**src/hdl/omr_pkg.sv**
```systemverilog
// ----------------------------------------------------------------------------
// omr_pkg: shared constants and types for the ohmmeter ratio and formatter
// Field widths, arithmetic limits, register indexes and point codes.
// ----------------------------------------------------------------------------
package omr_pkg;

  localparam int V_W     = 13;
  localparam int R_W     = 16;
  localparam int VK_W    = 20;
  localparam int NUM_W   = 36;
  localparam int DEN_W   = 13;
  localparam int RES_W   = 34;
  localparam int BIN_W   = 20;
  localparam int NDIG    = 6;
  localparam int DIG_W   = 4;
  localparam int CFG_W   = 16;

  localparam logic [V_W-1:0]   VREF_MV        = 13'd5000;
  localparam logic [V_W-1:0]   GUARD_MV       = 13'd4999;
  localparam logic [RES_W-1:0] GUARD_VALUE    = 34'd65535;
  localparam logic [RES_W-1:0] OVER_LIMIT     = 34'd1000000;
  localparam logic [RES_W-1:0] FINE_LIMIT     = 34'd10000;
  localparam logic [R_W-1:0]   HIGH_REF_RESET = 16'd10000;
  localparam logic [V_W-1:0]   FINE_THR_RESET = 13'd147;

  typedef logic [0:0] reg_idx_t;
  localparam reg_idx_t REG_HIGH_REF = 1'b0;
  localparam reg_idx_t REG_FINE_THR = 1'b1;

  typedef logic [1:0] point_t;
  localparam point_t PT_0 = 2'd0;
  localparam point_t PT_1 = 2'd1;
  localparam point_t PT_2 = 2'd2;
  localparam point_t PT_3 = 2'd3;

  typedef logic [DIG_W-1:0] digit_t;

endpackage

```
**src/hdl/ohmmeter_ratio_and_display_format.sv**
```systemverilog
// ----------------------------------------------------------------------------
// ohmmeter_ratio_and_display_format: resistance ratio and 3-digit formatter
// R = ref*v*k/(5000-v) via serial multiply and divide, then BCD formatting.
// ----------------------------------------------------------------------------
// Steps: serial multiply, serial divide, then BCD conversion; a voltage guard
//   hit skips the multiply and divide.
// One transaction is in flight at a time: a new input is taken only once the
//   previous result has moved to the output register.
// A new input is taken while the previous result waits on the output.
// Reset (rst, synchronous): idle, no result pending, registers at defaults,
//   fine scale flag cleared.
module ohmmeter_ratio_and_display_format
  import omr_pkg::*;
(
  input  logic                        clk,
  input  logic                        rst,
  input  logic                        wr_en,
  input  omr_pkg::reg_idx_t           wr_index,
  input  logic [omr_pkg::CFG_W-1:0]   wr_data,
  input  logic                        in_valid,
  output logic                        in_ready,
  input  logic [omr_pkg::V_W-1:0]     divider_mv,
  input  logic [omr_pkg::R_W-1:0]     reference_ohm,
  output logic                        out_valid,
  input  logic                        out_ready,
  output logic [omr_pkg::RES_W-1:0]   resistance_scaled,
  output logic                        fine_scale,
  output omr_pkg::digit_t             digit_first,
  output omr_pkg::digit_t             digit_second,
  output omr_pkg::digit_t             digit_third,
  output omr_pkg::point_t             point_code,
  output logic                        out_of_range,
  output logic                        guard_hit
);

  typedef enum logic [5:0] {
    S_IDLE = 6'b000001,
    S_MUL  = 6'b000010,
    S_DIV  = 6'b000100,
    S_CHK  = 6'b001000,
    S_BCD  = 6'b010000,
    S_OUT  = 6'b100000
  } state_t;

  state_t            state;
  state_t            state_next;
  logic [R_W-1:0]    high_ref;
  logic [V_W-1:0]    fine_thr;
  logic              fine;
  logic [V_W-1:0]    v_q;
  logic              guard_q;
  logic              over_q;
  logic [RES_W-1:0]  r_q;

  logic              accept;
  logic              guard_in;
  logic              fine_in;
  logic [VK_W-1:0]   vk;
  logic              mul_start;
  logic              mul_done;
  logic [NUM_W-1:0]  prod;
  logic              div_start;
  logic              div_done;
  logic [NUM_W-1:0]  quo;
  logic              bcd_start;
  logic              bcd_done;
  digit_t [NDIG-1:0] bd;
  logic              out_load;

  digit_t            d1;
  digit_t            d2;
  digit_t            d3;
  digit_t            t;
  digit_t            u;
  point_t            pt;
  logic              lt1k;
  logic              lt10k;
  logic              lt100k;

  assign in_ready  = (state == S_IDLE);
  assign accept    = in_valid && in_ready;
  assign guard_in  = divider_mv >= GUARD_MV;
  assign fine_in   = (divider_mv < fine_thr) && (reference_ohm != high_ref);
  assign vk        = fine_in ? VK_W'(divider_mv) * VK_W'(100)
                             : VK_W'(divider_mv) * VK_W'(10);
  assign mul_start = accept && !guard_in;
  assign div_start = (state == S_MUL) && mul_done;
  assign bcd_start = (state == S_CHK);
  assign out_load  = (state == S_OUT) && (!out_valid || out_ready);

  omr_mul u_mul (
    .clk   (clk),
    .rst   (rst),
    .start (mul_start),
    .a     (reference_ohm),
    .b     (vk),
    .done  (mul_done),
    .prod  (prod)
  );

  omr_div u_div (
    .clk   (clk),
    .rst   (rst),
    .start (div_start),
    .num   (prod),
    .den   (VREF_MV - v_q),
    .done  (div_done),
    .quo   (quo)
  );

  omr_bcd u_bcd (
    .clk    (clk),
    .rst    (rst),
    .start  (bcd_start),
    .bin    (r_q[BIN_W-1:0]),
    .done   (bcd_done),
    .digits (bd)
  );

  always_comb begin
    state_next = state;
    unique case (state)
      S_IDLE: if (accept) state_next = guard_in ? S_CHK : S_MUL;
      S_MUL:  if (mul_done) state_next = S_DIV;
      S_DIV:  if (div_done) state_next = S_CHK;
      S_CHK:  state_next = S_BCD;
      S_BCD:  if (bcd_done) state_next = S_OUT;
      S_OUT:  if (out_load) state_next = S_IDLE;
      default: state_next = S_IDLE;
    endcase
  end

  always_ff @(posedge clk) begin
    if (rst) begin
      state    <= S_IDLE;
      high_ref <= HIGH_REF_RESET;
      fine_thr <= FINE_THR_RESET;
      fine     <= 1'b0;
      out_valid <= 1'b0;
    end else begin
      state <= state_next;
      if (wr_en) begin
        unique case (wr_index)
          REG_HIGH_REF: high_ref <= wr_data;
          REG_FINE_THR: fine_thr <= wr_data[V_W-1:0];
          default: ;
        endcase
      end
      if (accept && !guard_in) begin
        fine <= fine_in;
      end
      if (out_load) begin
        out_valid <= 1'b1;
      end else if (out_ready) begin
        out_valid <= 1'b0;
      end
    end
  end

  always_ff @(posedge clk) begin
    if (accept) begin
      v_q     <= divider_mv;
      guard_q <= guard_in;
      r_q     <= GUARD_VALUE;
    end
    if ((state == S_DIV) && div_done) begin
      r_q <= quo[RES_W-1:0];
    end
    if (state == S_CHK) begin
      over_q <= (r_q == '0) || (r_q >= OVER_LIMIT) || (fine && (r_q >= FINE_LIMIT));
    end
  end

  assign lt1k   = (bd[5] == '0) && (bd[4] == '0) && (bd[3] == '0);
  assign lt10k  = (bd[5] == '0) && (bd[4] == '0);
  assign lt100k = (bd[5] == '0);

  always_comb begin
    d1 = '0;
    d2 = '0;
    d3 = '0;
    t  = '0;
    u  = '0;
    pt = PT_3;
    if (!over_q) begin
      if (lt1k) begin
        d1 = bd[2];
        d2 = bd[1];
        d3 = bd[0];
        pt = PT_1;
      end else begin
        if (lt10k) begin
          d1 = bd[3]; d2 = bd[2]; t = bd[1]; u = bd[0];
          pt = fine ? PT_2 : PT_3;
        end else if (lt100k) begin
          d1 = bd[4]; d2 = bd[3]; t = bd[2]; u = bd[1];
          pt = PT_0;
        end else begin
          d1 = bd[5]; d2 = bd[4]; t = bd[3]; u = bd[2];
          pt = PT_1;
        end
        d3 = t + DIG_W'(u >= DIG_W'(6));
        if (d3 == DIG_W'(10)) begin
          d3 = '0;
          d2 = d2 + DIG_W'(1);
        end
        if (d2 == DIG_W'(10)) begin
          d2 = '0;
          d1 = d1 + DIG_W'(1);
        end
        if (d1 == DIG_W'(10)) begin
          d1 = DIG_W'(1);
          pt = (pt == PT_3) ? PT_1 : pt + PT_1;
        end
      end
    end
  end

  always_ff @(posedge clk) begin
    if (out_load) begin
      resistance_scaled <= r_q;
      fine_scale        <= fine;
      digit_first       <= d1;
      digit_second      <= d2;
      digit_third       <= d3;
      point_code        <= pt;
      out_of_range      <= over_q;
      guard_hit         <= guard_q;
    end
  end

endmodule

```
**src/hdl/omr_mul.sv**
```systemverilog
// ----------------------------------------------------------------------------
// omr_mul: bit-serial shift-add multiplier
// One multiplier bit per cycle; done pulses after the last bit.
// ----------------------------------------------------------------------------
module omr_mul
  import omr_pkg::*;
(
  input  logic                          clk,
  input  logic                          rst,
  input  logic                          start,
  input  logic [omr_pkg::R_W-1:0]       a,
  input  logic [omr_pkg::VK_W-1:0]      b,
  output logic                          done,
  output logic [omr_pkg::NUM_W-1:0]     prod
);
  localparam int CNT_W = $clog2(R_W + 1);

  logic             busy;
  logic [CNT_W-1:0] cnt;
  logic [NUM_W-1:0] acc;
  logic [NUM_W-1:0] mcand;
  logic [R_W-1:0]   mplier;

  always_ff @(posedge clk) begin
    if (rst) begin
      busy <= 1'b0;
      done <= 1'b0;
      cnt  <= '0;
    end else begin
      done <= 1'b0;
      if (start) begin
        busy <= 1'b1;
        cnt  <= CNT_W'(R_W);
      end else if (busy) begin
        cnt <= cnt - CNT_W'(1);
        if (cnt == CNT_W'(1)) begin
          busy <= 1'b0;
          done <= 1'b1;
        end
      end
    end
  end

  always_ff @(posedge clk) begin
    if (start) begin
      acc    <= '0;
      mcand  <= NUM_W'(b);
      mplier <= a;
    end else if (busy) begin
      if (mplier[0]) begin
        acc <= acc + mcand;
      end
      mcand  <= mcand << 1;
      mplier <= mplier >> 1;
    end
  end

  assign prod = acc;

endmodule

```
**src/hdl/omr_div.sv**
```systemverilog
// ----------------------------------------------------------------------------
// omr_div: restoring bit-serial divider
// One quotient bit per cycle, most significant first.
// ----------------------------------------------------------------------------
module omr_div
  import omr_pkg::*;
(
  input  logic                          clk,
  input  logic                          rst,
  input  logic                          start,
  input  logic [omr_pkg::NUM_W-1:0]     num,
  input  logic [omr_pkg::DEN_W-1:0]     den,
  output logic                          done,
  output logic [omr_pkg::NUM_W-1:0]     quo
);
  localparam int CNT_W = $clog2(NUM_W + 1);

  logic             busy;
  logic [CNT_W-1:0] cnt;
  logic [DEN_W-1:0] rem;
  logic [DEN_W-1:0] dsr;
  logic [DEN_W:0]   trial;
  logic [DEN_W:0]   diff;
  logic             ge;

  assign trial = {rem, quo[NUM_W-1]};
  assign ge    = trial >= {1'b0, dsr};
  assign diff  = trial - {1'b0, dsr};

  always_ff @(posedge clk) begin
    if (rst) begin
      busy <= 1'b0;
      done <= 1'b0;
      cnt  <= '0;
    end else begin
      done <= 1'b0;
      if (start) begin
        busy <= 1'b1;
        cnt  <= CNT_W'(NUM_W);
      end else if (busy) begin
        cnt <= cnt - CNT_W'(1);
        if (cnt == CNT_W'(1)) begin
          busy <= 1'b0;
          done <= 1'b1;
        end
      end
    end
  end

  always_ff @(posedge clk) begin
    if (start) begin
      rem <= '0;
      dsr <= den;
      quo <= num;
    end else if (busy) begin
      rem <= ge ? diff[DEN_W-1:0] : trial[DEN_W-1:0];
      quo <= {quo[NUM_W-2:0], ge};
    end
  end

endmodule

```
**src/hdl/omr_bcd.sv**
```systemverilog
// ----------------------------------------------------------------------------
// omr_bcd: serial binary to BCD converter
// Double dabble, one binary bit shifted in per cycle.
// ----------------------------------------------------------------------------
module omr_bcd
  import omr_pkg::*;
(
  input  logic                               clk,
  input  logic                               rst,
  input  logic                               start,
  input  logic [omr_pkg::BIN_W-1:0]          bin,
  output logic                               done,
  output omr_pkg::digit_t [omr_pkg::NDIG-1:0] digits
);
  localparam int CNT_W = $clog2(BIN_W + 1);

  logic                     busy;
  logic [CNT_W-1:0]         cnt;
  logic [BIN_W-1:0]         sh;
  digit_t [NDIG-1:0]        adj;
  logic [NDIG*DIG_W-1:0]    adj_flat;

  always_comb begin
    for (int i = 0; i < NDIG; i++) begin
      adj[i] = (digits[i] >= DIG_W'(5)) ? digits[i] + DIG_W'(3) : digits[i];
    end
  end

  assign adj_flat = adj;

  always_ff @(posedge clk) begin
    if (rst) begin
      busy <= 1'b0;
      done <= 1'b0;
      cnt  <= '0;
    end else begin
      done <= 1'b0;
      if (start) begin
        busy <= 1'b1;
        cnt  <= CNT_W'(BIN_W);
      end else if (busy) begin
        cnt <= cnt - CNT_W'(1);
        if (cnt == CNT_W'(1)) begin
          busy <= 1'b0;
          done <= 1'b1;
        end
      end
    end
  end

  always_ff @(posedge clk) begin
    if (start) begin
      sh     <= bin;
      digits <= '0;
    end else if (busy) begin
      digits <= {adj_flat[NDIG*DIG_W-2:0], sh[BIN_W-1]};
      sh     <= sh << 1;
    end
  end

endmodule

```
**config.mk**
```make
export PLATFORM = sky130hd
export DESIGN_NAME = ohmmeter_ratio_and_display_format
export DESIGN_NICKNAME = d
export VERILOG_FILES = /design/src/hdl/omr_pkg.sv /design/src/hdl/ohmmeter_ratio_and_display_format.sv /design/src/hdl/omr_mul.sv /design/src/hdl/omr_div.sv /design/src/hdl/omr_bcd.sv
export SDC_FILE = /design/constraint.sdc
export NUM_CORES = 1
export LEC_CHECK = 0
export ABC_CLOCK_PERIOD_IN_PS = 5200
export BUFFER_PORTS_ARGS = -buffer_cell sky130_fd_sc_hd__buf_2
export CAP_MARGIN = 20
export CORE_ASPECT_RATIO = 2
export CORE_MARGIN = 2
export CORE_UTILIZATION = 62
export CTS_CLUSTER_SIZE = 20
export DETAILED_ROUTE_END_ITERATION = 10
export GPL_TIMING_DRIVEN = 1
export PLACE_DENSITY = 0.77
export SLEW_MARGIN = 20
export SYNTH_ARGS = -nofsm -noshare
export SYNTH_HDL_FRONTEND = slang
export SYNTH_HIERARCHICAL = 1
export SYNTH_SLANG_ARGS = --single-unit
```
**constraint.sdc**
```tcl
create_clock -name clk -period 5.2 [get_ports clk]
set_input_delay 0.26 -clock clk [delete_from_list [all_inputs] [get_ports clk]]
set_output_delay 0.26 -clock clk [all_outputs]
set_load 0.02 [all_outputs]
```
**Word-level counts from Yosys, hierarchy flattened**

Cells that the tools add are included.

- Add/subtract/negate cells: 16
- Multiplexer cells: 81
- Equal/unequal tests: 19
- Magnitude comparators: 12
- Bitwise operators: 4
- $mul: 2
- Reductions and logical operators: 34

Operators by type and width:

| kind | count |
|---|---|
| two-way mux 4 bit | 34 |
| two-way mux 20 bit | 5 |
| two-way mux 36 bit | 2 |
| two-way mux 34 bit | 2 |
| two-way mux 6 bit | 7 |
| adder 36 bit | 1 |
| one-hot mux 6 bit (6 select lines) | 1 |
| greater-or-equal comparator 34 x 14 -> 1 bit, second input constant | 1 |
| greater-or-equal comparator 34 x 20 -> 1 bit, second input constant | 1 |
| logical NOT 34 bit | 1 |
| two-way mux 16 bit | 2 |
| greater-or-equal comparator 4 x 3 -> 1 bit, second input constant | 7 |
| adder 4 x 2 -> 4 bit, second input constant | 5 |
| two-way mux 5 bit | 4 |
| multiplier 13 x 5 -> 18 bit, second input constant | 1 |
| multiplier 13 x 3 -> 16 bit, second input constant | 1 |
| two-way mux 1 bit | 16 |
| != test 16 bit | 1 |
| greater-or-equal comparator 14 x 13 -> 1 bit | 1 |
| greater-or-equal comparator 13 bit, second input constant | 1 |
| < comparator 13 bit | 1 |
| two-way mux 13 bit | 1 |
| subtractor 13 bit | 1 |
| subtractor 13 bit, first input constant | 1 |
| other kinds (29) | 70 |

- Bits in registers: 353
- Logic and storage cells: 212
- Input bits: 51

**Depth between registers and ports, before layout**

Gate-level depths: netlist (run 1).

- Word-level depth: 18
- Mapped depth: 17
- Depth with buffers taken out: 17

**Cells and area by module**

The synthesis (run 1) kept the hierarchy.

By module, submodules not included:

| module | instances | cells each | seq. area each (µm²) | area each (µm²) |
|---|---|---|---|---|
| ohmmeter_ratio_and_display_format | 1 | 847 | 3743.6 | 8595.7 |
| omr_mul | 1 | 602 | 2262.2 | 5627.9 |
| omr_div | 1 | 297 | 1891.8 | 3582.2 |
| omr_bcd | 1 | 250 | 1221.2 | 2568.7 |

**Least setup slack after synthesis (run 1)**

No wires, ideal clock.

- Kind: reg-to-reg
- Start: register u_bcd/digits[18] (netlist name)
- End: register point_code[0] (data pin)
- Cell stages (with the launch flop): 17
- Data arrival time: 3981 ps
- Path slack: 965 ps
- Buffers on the path: 1
- Setup time: 254 ps
- Cell sequence: dfxtp_1 -> or4_4 -> buf_6 -> a211oi_1 -> a21oi_1 -> nand2_1 -> o21ai_0 -> ha_1 -> ha_1 -> nor2b_1 -> o21ai_1 -> o211ai_1 -> or3b_1 -> a2111o_1 -> and3_4 -> or4_1 -> a21o_1

- Longest elaborated chain between the ends: 17
- Elaborated cells between the ends (all ways): 38
- Classes of those cells: add/sub: 4; order compare: 1; eq/ne: 4; mux: 25; reduce/logical: 4

Ends and longest elaborated chain:

| item | RTL line | source |
|---|---|---|
| start: declaration | omr_bcd.sv:13 | `output omr_pkg::digit_t [omr_pkg::NDIG-1:0] digits` |
| start signal: assignment | omr_bcd.sv:56 | `digits <= {adj_flat[NDIG*DIG_W-2:0], sh[BIN_W-1]};` |
| logical NOT 4 bit | ohmmeter_ratio_and_display_format.sv:174, ohmmeter_ratio_and_display_format.sv:175 |  |
| logical AND 1 bit | ohmmeter_ratio_and_display_format.sv:174, ohmmeter_ratio_and_display_format.sv:175 |  |
| two-way mux 4 bit | ohmmeter_ratio_and_display_format.sv:192 | `if (lt10k) begin` |
| two-way mux 4 bit | ohmmeter_ratio_and_display_format.sv:186 | `if (lt1k) begin` |
| two-way mux 4 bit | ohmmeter_ratio_and_display_format.sv:185 | `if (!over_q) begin` |
| greater-or-equal comparator 4 x 3 -> 1 bit | ohmmeter_ratio_and_display_format.sv:202 | `d3 = t + DIG_W'(u >= DIG_W'(6));` |
| adder 4 x 1 -> 4 bit | ohmmeter_ratio_and_display_format.sv:202 |  |
| equality test 4 bit | ohmmeter_ratio_and_display_format.sv:203 | `if (d3 == DIG_W'(10)) begin` |
| two-way mux 4 bit | ohmmeter_ratio_and_display_format.sv:203 |  |
| two-way mux 4 bit | ohmmeter_ratio_and_display_format.sv:186 |  |
| two-way mux 4 bit | ohmmeter_ratio_and_display_format.sv:185 |  |
| equality test 4 bit | ohmmeter_ratio_and_display_format.sv:207 | `if (d2 == DIG_W'(10)) begin` |
| two-way mux 4 bit | ohmmeter_ratio_and_display_format.sv:207 |  |
| two-way mux 4 bit | ohmmeter_ratio_and_display_format.sv:186 |  |
| two-way mux 4 bit | ohmmeter_ratio_and_display_format.sv:185 |  |
| equality test 4 bit | ohmmeter_ratio_and_display_format.sv:211 | `if (d1 == DIG_W'(10)) begin` |
| two-way mux 2 bit | ohmmeter_ratio_and_display_format.sv:211 |  |
| end signal: assignment | ohmmeter_ratio_and_display_format.sv:226 | `point_code <= pt;` |
| end: declaration | ohmmeter_ratio_and_display_format.sv:31 | `output omr_pkg::point_t point_code,` |

Several ways; a longest one is shown, not always the timed one. The select of a mux whose other input is x is not followed.
A chain may end at the register's enable or synchronous reset.

**Worst setup path after layout (run 1)**

Ends and elaborated chain as after synthesis.

==> results of run 1 <==
## layout make-up
cell class              instances  area [um2]
fillers                      2467        9890
flip-flops and latches        353        9120
repair buffers                146         901
well taps                     427         534
clock inverters                18         161
multi-input cells            1431       10400
inverters                     128         480
clock buffers                  38         842
## worst min-delay path by stage
stage,from,end,slack (ns),cells after the start
final,divider_mv[2],v_q[2],0.02,1
after global routing,reference_ohm[12],u_mul/mplier[12],0.002,2
after CTS,reference_ohm[4],u_mul/mplier[4],0.004,2
after detailed placement,r_q[22],resistance_scaled[22],0.43,0
after global placement,r_q[23],resistance_scaled[23],0.42,0
after floorplan,rst,u_bcd/cnt[2],0.33,1
## metal layers
layer / vias up / GRT usage (%)
li1: 7434 / -
met1: 7387 / 26.9
met2: 449 / 55.3
met3: 156 / 2.51
met4: 0 / 14.4
met5: - / 0
## report_power, final
part	internal [mW]	switching, mW
Sequential	3.31	0.374
Combinational	1.25	1.78
Clock	1.21	1.04
## synth_stat cells, drive strengths merged (23+ instances only)
library cell and n:
a21oi 150, a21o 29, dfxtp 148, ha 158, nand3 25, nor3 48, xnor2 54, and3 31
mux2 97, o21ai 73, inv 127, mux2i 34, nor2 114, buf 29, nand4 23, nand2 201
edfxtp 205, xor2 48, nand2b 38, clkbuf 55
## sequential cells by signal, summed over array words and instances, names as in the netlist, 16 cells and up
register,count
high_ref,16
r_q,34
resistance_scaled,34
u_bcd/digits,24
u_bcd/sh,20
u_div/quo,36
u_mul/mcand,36
u_mul/mplier,16
u_mul/prod,36
## kinds of logic after synthesis
kind of cell               count (synthesis)
and+or+nand+nor                          606
xor gates and xnor gates                 102
muxes                                    131
other                                      1
DFF                                      353
AOI/OAI and AO/OA                        422
buffers and inverters                    212
adders and majority gates                169
## per-stage QoR
stage	utilization (%)	area, um2	hold WS, ns	total power, mW
4_1_cts	69.4	22500	0.00378	8.97
3_5_place_dp	65.5	21200	0.429	6.70
3_3_place_gp	65.5	21200	0.423	6.59
5_1_grt	69.4	22500	0.00232	9.50
6_report	69.4	22500	0.0205	8.97
2_1_floorplan	-	20400	0.329	5.95
## repair_timing
action / 4_1_cts / 5_1_grt
setup endpoints to repair: 0 / 0
hold buffers: 25 / 0
resized for setup: 0 / 0
endpoints found under the hold margin: 33 / 0
## critical path: cells and delay by family, from the launching register on
| family | cells | cell delay (ns) |
|---|---|---|
| simple gates | 6 | 2.05 |
| compound gates | 7 | 1.32 |
| fa+ha+maj | 2 | 0.45 |
| flops | 1 | 0.45 |
==> flow_summary.json, run 1 <==
{
  "status": "complete, no violations",
  "synth_nets": 2216,
  "yosysUniqueCellTypes": 99,
  "mostFrequentLayoutCells": "205 x edfxtp_1, 200 x nand2_1, 158 x ha_1",
  "r2r_cells": 15,
  "ys_ff_latch": 353,
  "synth_top_family_by_area": "simple AND/OR/NAND/NOR gates",
  "grt_use_total_pct": 27.3,
  "period_minus_slack_ns": 4.52,
  "synth_edf_count": 205,
  "routed-via-count": 15400,
  "place_inst": 2460,
  "final_cells": 2541,
  "nets": 2310,
  "worstPathCellList": "or4_4, a211oi_1, a21oi_1, nand2_1, o21ai_0, ha_1, ha_1, nor2b_1, o21ai_1, o211ai_1, or3b_1, a2111o_1, and3_4, or4_1, a21o_1",
  "rrSetupSlack_ns": 0.68,
  "holdCritPathClass": "in2reg",
  "syn_inst": 1996,
  "synthMuxAreaShare_pct": 7.03,
  "root_buffer": "clkbuf_16",
  "grt_first_pass_wirelength_mm": 76.9,
  "via_per_inst": 6.07,
  "synthAdderAreaFrac_pct": 10.8,
  "top_layer_used": "met4",
  "wl_mm": 46.7,
  "diodes": 0,
  "final_layout_size_suffix_gt1_share_pct": 15.0,
  "ys_seq_area_share_pct": 44.8,
  "crit_end": "point_code[0]",
  "fp.dieH_um": 260,
  "antenna_found_initial": 0,
  "critPathMaxStageDelay_ns": 0.70,
  "cts-buffers-inserted": 30,
  "grt_setup_unrepaired": "false",
  "die-area_mm2": 0.0344,
  "regToRegStartpoint": "u_bcd/digits[18]",
  "drc": 0,
  "path_class": "reg2reg",
  "gr-total-overflow": 0,
  "wl_met2_mm": 26.1,
  "syn_area_per_cell_um2": 10.2,
  "met3WireLength_mm": 1.59,
  "synth_area_mm2": 0.0204,
  "wl_per_cell_um": 18.4,
  "finClkSkew_ns": 0.0356,
  "setup_tns_ns": 0,
  "critPathArrivalTime_ns": 4.84,
  "htreeDepth": 1,
  "crit_top_cell": "ha_1",
  "ys.flop_type": "edfxtp_1",
  "leakage_nw": 8.97,
  "drv_cap": 0,
  "dr.pass1.iters": 5,
  "place_congestion": 0.943,
  "drv_slew": 0,
  "synthTopCellsByArea": "edfxtp_1 30%, dfxtp_1 15%, ha_1 9.7%",
  "row_count": 93,
  "place_hpwl_mm": 34.8,
  "yosys_warnings": 6,
  "post_cts.repair.setup_buffers": 0,
  "clk_pin_slew_ns": 0.07,
  "end_kind": "register",
  "hold_violations": 0,
  "ios": 104,
  "cts_tree": "done",
  "core_mm2": 0.0323,
  "syn_to_final_growth_pct": 10.2,
  "ant_nets": 0,
  "synth_top_area_share_pct": 30.2,
  "irDropWorstVdd_v": 0.000301,
  "drtIter0Drc": 832,
  "power.density_mw_per_mm2": 399,
  "cp_slowest_cell": "or4_4",
  "numClockSinks": 353,
  "crit_required_ns": 5.52,
  "clk_path_buf_depth": 3,
  "synth_xor_area_share_pct": 4.38,
  "finalCritPeriodShare_pct": 86.9,
  "crit_fanout": 15,
  "clk_latency_ns": 0.59,
  "dp_worst_setup_slack_ns": 0.727,
  "worst_slack_ns": 0.682,
  "synth_compound_area_share_pct": 13.7,
  "synthSimpleGateAreaFrac_pct": 15.1,
  "rr_endpoint": "point_code[0]",
  "grt_pass1_vias": 15800,
  "startpoint": "u_bcd/digits[18]",
  "setup-violations-final": 0,
  "wirelength_met1_mm": 16.5,
  "startpoint_type": "register",
  "yosys.area.top_type": "edfxtp_1",
  "final_common_cell": "edfxtp_1",
  "portBuffers": 103,
  "worst_pin_slew_ns": 1.04,
  "grt_max_degree": 60,
  "initial_core_util_pct": 63.0,
  "fmax_ghz": 0.221,
  "die_w_um": 132,
  "maxSlewHeadroom_pct": 30.7,
  "synthArstFlopShare_pct": 0
}
Note: power is estimated with default switching activity, not from simulation.
==> inputs of run 2 (changes only) <==
ABC_AREA = 1   (was default)
CORE_UTILIZATION = 63   (was 62)
PLACE_DENSITY = 0.78   (was 0.77)
==> run 2 against run 1 <==
  * Die area increased by 3.3%
  * Utilization increased by 1.2 points
  * Non-clock buffer count up 1
  * Wire length rose by 23%
  * Design area increased by 5.4%
  * Register-to-register slack better by 0.68 ns
  * Clock skew down 0.016 ns
  * Sequential share of layout area shrank 2.1 points
  * First-iteration DRC count increased by 33%
  * Hold slack got worse by 0.011 ns
  * Critical endpoint is now u_mul/mcand[17]
  * Largest cell class unchanged
  * Largest power group is now combinational cells
==> flow_summary.json, run 2 <==
{
  "end_kind": "register",
  "drtIter0Drc": 1106,
  "cts_tree": "done",
  "diodes": 0,
  "clk_latency_ns": 0.61,
  "path_class": "in2reg",
  "drv_cap": 0,
  "gr-total-overflow": 0,
  "cp_top_family": "adder cells",
  "drc": 0,
  "seq_power_share_pct": 38.1,
  "clk_path_buf_depth": 3,
  "portBuffers": 103,
  "core_mm2": 0.0335,
  "clock_power_share_pct": 22.4,
  "startpoint_type": "primary input",
  "dr.pass1.iters": 6,
  "routed-via-count": 18600,
  "ctsResizeCount": 0,
  "clk_pin_slew_ns": 0.07,
  "synth_top_area_share_pct": 28.8,
  "initial_core_util_pct": 63.9,
  "cts-buffers-inserted": 30,
  "root_buffer": "clkbuf_16",
  "wl_per_cell_um": 17.2,
  "wirelength_met1_mm": 19.0,
  "leakage_nw": 11.5,
  "p_sw_mw": 4.42,
  "synth_nets": 2977,
  "wl_mm": 57.3,
  "die-area_mm2": 0.0356,
  "critPathMaxStageDelay_ns": 0.53,
  "top_layer_used": "met4",
  "row_count": 95,
  "die_w_um": 134,
  "comb_power_share_pct": 39.5,
  "htreeDepth": 1,
  "ys_ff_latch": 353,
  "antenna_found_initial": 0,
  "critPathBufInv": 6,
  "synth_edf_count": 205,
  "numClockSinks": 353,
  "grt_max_degree": 68,
  "syn_area_per_cell_um2": 7.77,
  "grt_first_pass_wirelength_mm": 91.9,
  "syn_inst": 2757,
  "setup-violations-final": 0,
  "final_layout_size_suffix_gt1_share_pct": 9.67,
  "place_congestion": 0.975,
  "holdCritPathClass": "in2reg",
  "synth_common_cells": "781 x nand2_1, 390 x inv_1, 282 x nor2_1",
  "status": "complete, no violations",
  "finalInstanceArea_mm2": 0.0237,
  "synthArstFlopShare_pct": 0,
  "crit_fanout": 8,
  "wl_met2_mm": 30.2,
  "grt_setup_unrepaired": "false",
  "place_hpwl_mm": 44.0,
  "nets": 3091,
  "cp_slowest_cell": "dlygate4sd3_1",
  "irDropWorstVdd_v": 0.000376,
  "maxSlewHeadroom_pct": 29.6,
  "power.density_mw_per_mm2": 459,
  "mostFrequentLayoutCells": "781 x nand2_1, 390 x inv_1, 279 x nor2_1",
  "yosysUniqueCellTypes": 60,
  "ys.flop_type": "edfxtp_1",
  "grt_use_total_pct": 32.7,
  "ant_nets": 0,
  "ios": 104,
  "period_minus_slack_ns": 3.90,
  "drv_slew": 0,
  "synth_area_mm2": 0.0214,
  "crit_top_cell": "nand2_1",
  "yosys.area.top_type": "edfxtp_1",
  "ys_seq_area_share_pct": 42.6,
  "yosys_warnings": 6,
  "final_common_cell": "nand2_1",
  "finClkSkew_ns": 0.0198,
  "setup_tns_ns": 0,
  "fillers": 2760,
  "critPathArrivalTime_ns": 4.25,
  "worst_pin_slew_ns": 1.05,
  "fmax_ghz": 0.257,
  "syn_to_final_growth_pct": 10.6,
  "synth_most_common_cell": "nand2_1",
  "hold_violations": 0,
  "placed_area_mm2": 0.0223,
  "grt_pass1_vias": 19000,
  "met3WireLength_mm": 2.14,
  "synthTopCellsByArea": "edfxtp_1 29%, dfxtp_1 14%, nand2_1 14%",
  "crit_required_ns": 5.56,
  "via_per_inst": 5.59,
  "fp.dieH_um": 265,
  "switching_share_pct": 40.7,
  "power.internal_mw": 6.44,
  "finalCritPeriodShare_pct": 74.9
}
[run 2: path summary, 6_finish.rpt]
check	from	end	slack (ns)	depth (start not counted)
hold reg to reg	guard_q	guard_hit	0.43	0
hold / removal	wr_data[3]	fine_thr[3]	0.01	3
setup / recovery	divider_mv[3]	u_mul/mcand[17]	1.30	27
setup reg to reg	u_bcd/digits[20]	digit_first[1]	1.36	22
[run 2: logic make-up after synthesis]
kind of cell	count (synthesis)	synth area share (%)
compound gates	288	7.39
xor+xnor	63	2.58
fa+ha+maj	169	10.3
buf+inv	469	8.53
flops	353	42.6
other cells	1	0.0175
simple gates	1414	28.6
[run 2: metrics by stage]
step / cells / hold slack [ns] / total power, mW / setup slack, ns / utilization [%]
2_1_floorplan: 2757 / 0.329 / 7.18 / 1.20 / -
3_3_place_gp: 3240 / 0.404 / 8.25 / 1.31 / 66.4
3_5_place_dp: 3240 / 0.411 / 8.38 / 1.26 / 66.4
4_1_cts: 3331 / 0.0000787 / 10.8 / 1.35 / 70.6
5_1_grt: 3331 / 0.00705 / 11.6 / 0.924 / 70.6
6_report: 3331 / 0.00962 / 10.9 / 1.30 / 70.6
[run 2: cell type report]
type	count	area [um2]	area share (%)
Multi-Input combinational cell	1935	10500	44.3
Sequential cell	353	9120	38.5
Inverter	404	1520	6.42
Timing Repair Buffer	147	933	3.94
Clock buffer	40	830	3.50
Tap cell	436	546	2.30
Clock inverter	16	235	0.994
[run 2: metal layers]
metal	global-route usage, %	vias up
li1	-	9107
met1	30.4	8627
met2	61.9	612
met3	3.21	272
met4	27.8	0
met5	0	-
[run 2: timing repair]
action	4_1_cts	5_1_grt
setup buffers	0	0
hold endpoints to repair	38	0
hold buffers	35	0
[run 2: worst reg2reg max path, cell delays in order (launching register included)]
cell and delay (ns):
dfxtp_1 0.38, nor2_4 0.25, nand2_4 0.19, inv_4 0.15, nand2_2 0.16, or2_2 0.31, o221ai_1 0.07, inv_1 0.06
ha_1 0.23, ha_1 0.31, nand2_1 0.09, nor2_4 0.20, nand3_4 0.12, nand2_1 0.12, nand2_1 0.09, nor2_4 0.20
nand2_4 0.12, nand2_1 0.08, nand2_1 0.10, nor2_4 0.12, nand2_2 0.09, nand2_1 0.09, a21oi_1 0.06
[run 2: power by group through the flow]
stage	logic [mW]	clock network, mW	registers, mW
floorplan	3.18	0	4.00
global placement	4.08	0	4.17
detailed placement	4.20	0	4.18
CTS	4.25	2.46	4.12
global route	4.83	2.56	4.18
finish	4.29	2.44	4.14
==> inputs of run 3 (changes only) <==
ABC_CLOCK_PERIOD_IN_PS = 3900   (was 5200)
clock period = 3.9 ns   (was 5.2 ns; I/O delays follow)
==> run 3 against run 2 <==
  * The run now ends with design-rule violations left
  * Via count rose by 0.15%
  * Clock power rose by 36%
  * Critical endpoint unchanged
  * Global-route usage fell by 1.2 points
  * Design area rose by 1.4%
  * Largest power group unchanged
  * Power rose by 34%
  * Hold slack improved by 0.12 ns
  * Die area did not move
==> flow_summary.json, run 3 (synthesis gave the netlist of run 2 again) <==
{
  "status": "complete, but fails checks",
  "violations": "design-rule violations",
  "ant_nets": 0,
  "place_congestion": 0.999,
  "holdCritPathClass": "in2reg",
  "die_w_um": 134,
  "grt_pass1_vias": 19100,
  "worst_pin_slew_ns": 1.02,
  "row_count": 95,
  "power.density_mw_per_mm2": 605,
  "ios": 104,
  "final_cells": 3363,
  "fmax_ghz": 0.273,
  "crit_required_ns": 4.25,
  "grt_max_degree": 68,
  "nets": 3121,
  "dr.pass1.iters": 8,
  "fillers": 2714,
  "period_minus_slack_ns": 3.67,
  "cts_tree": "done",
  "crit_fanout": 8,
  "portBuffers": 103,
  "leakage_nw": 11.7,
  "routed-via-count": 18600,
  "critPathArrivalTime_ns": 4.01,
  "setup-violations-final": 0,
  "maxSlewHeadroom_pct": 31.6,
  "core_mm2": 0.0335,
  "final_layout_size_suffix_gt1_share_pct": 10.6,
  "via_per_inst": 5.54,
  "setup_tns_ns": 0,
  "syn_to_final_growth_pct": 12.1,
  "hold_slack_ns": 0.126,
  "place_hpwl_mm": 42.2,
  "hold_violations": 0,
  "fp.dieH_um": 265,
  "final_common_cell": "nand2_1",
  "htreeDepth": 1,
  "wl_per_cell_um": 16.6,
  "antenna_found_initial": 1,
  "place_inst": 3253,
  "initial_core_util_pct": 63.9,
  "drv_cap": 0,
  "startpoint_type": "primary input",
  "finalCritPeriodShare_pct": 94.0,
  "drc": 1,
  "die-area_mm2": 0.0356,
  "drv_slew": 0,
  "grt_first_pass_wirelength_mm": 89.6,
  "end_kind": "register",
  "drtIter0Drc": 1085,
  "clk_path_buf_depth": 3,
  "mostFrequentLayoutCells": "780 x nand2_1, 390 x inv_1, 279 x nor2_1",
  "cts-buffers-inserted": 31,
  "wl_mm": 55.7,
  "gr-total-overflow": 0,
  "clk_latency_ns": 0.60,
  "clk_pin_slew_ns": 0.07,
  "grt_setup_unrepaired": "false",
  "grt_use_total_pct": 31.5,
  "path_class": "in2reg",
  "root_buffer": "clkbuf_16",
  "numClockSinks": 353,
  "irDropWorstVdd_v": 0.000523,
  "finClkSkew_ns": 0.0180
}
[run 3: cell count changes in the layout (fill, tap and decap cells not counted), moves of 2 or more]
cell | before | now
clkbuf_1 | 7 | 1
clkbuf_8 | 2 | 0
clkinv_4 | 2 | 5
inv_6 | 0 | 3
inv_8 | 0 | 2
clkinv_1 | 7 | 4
dlygate4sd3_1 | 35 | 48
buf_4 | 9 | 24
clkinvlp_4 | 1 | 6
[run 3: routing by layer]
layer | wire length (um) | global-route usage [%] | vias up
met5 | 0 | 0 | -
met4 | 4770 | 24.1 | 0
met3 | 2100 | 2.77 | 240
met2 | 29900 | 60.7 | 614
met1 | 18900 | 29.8 | 8613
li1 | - | - | 9178
[run 3: critical path, cell delays in order]
cell	delay [ns]
dlygate4sd3_1	0.53
buf_2	0.19
ha_1	0.30
inv_1	0.05
ha_1	0.26
inv_1	0.05
fa_1	0.50
inv_1	0.04
ha_1	0.35
a21o_1	0.14
a31oi_1	0.05
nor2_1	0.13
nor2_1	0.05
o21bai_1	0.17
nand2_1	0.08
nand2_1	0.09
nand2_1	0.07
nand2_1	0.06
a21oi_1	0.08
or2_2	0.30
nand2_1	0.06
nand2_1	0.04
nand2_1	0.05
nor2_1	0.04
nand2_1	0.07
nand2_1	0.06
[run 3: layout make-up]
cell class | instances | area, um2 | share of cell area (%)
antenna | 1 | 2.50 | 0.0104
clock buffer | 32 | 779 | 3.25
clock inverter | 26 | 327 | 1.36
inverter | 404 | 1520 | 6.33
multi-input combinational | 1935 | 10500 | 43.8
sequential | 353 | 9120 | 38.0
tap | 436 | 546 | 2.27
timing repair buffer | 176 | 1200 | 4.99
[run 3: power by group]
group,internal [mW],total [mW],switching (mW)
Clock,1.83,3.31,1.48
Combinational,1.92,5.72,3.79
Sequential,4.88,5.50,0.620
[run 3: worst paths after layout]
kind,start,end,slack [ns],depth (start not counted)
worst max-delay path,divider_mv[2],u_mul/mcand[17],0.23,26
worst max register to register,u_bcd/digits[21],digit_first[3],0.24,22
worst min-delay path,wr_index,high_ref[9],0.13,5
worst min register to register,guard_q,guard_hit,0.42,0
[run 3: metrics by stage]
stage                     power (mW)  util [%]  setup WS [ns]  instance area, um2
after floorplan                 9.57         -          0.231               21400
after global routing            15.5      71.6        0.00618               24000
final                           14.5      71.6          0.232               24000
after global placement          10.9      66.7          0.282               22400
after CTS                       14.5      71.5          0.218               24000
after detailed placement        11.1      66.7          0.208               22400
[run 3: repair_timing]
action                                 in CTS  in global routing
setup endpoints to repair                   0                  5
hold buffers                               48                  0
endpoints found under the hold margin      62                  0
resized for setup                           0                  3
setup buffers                               0                  3
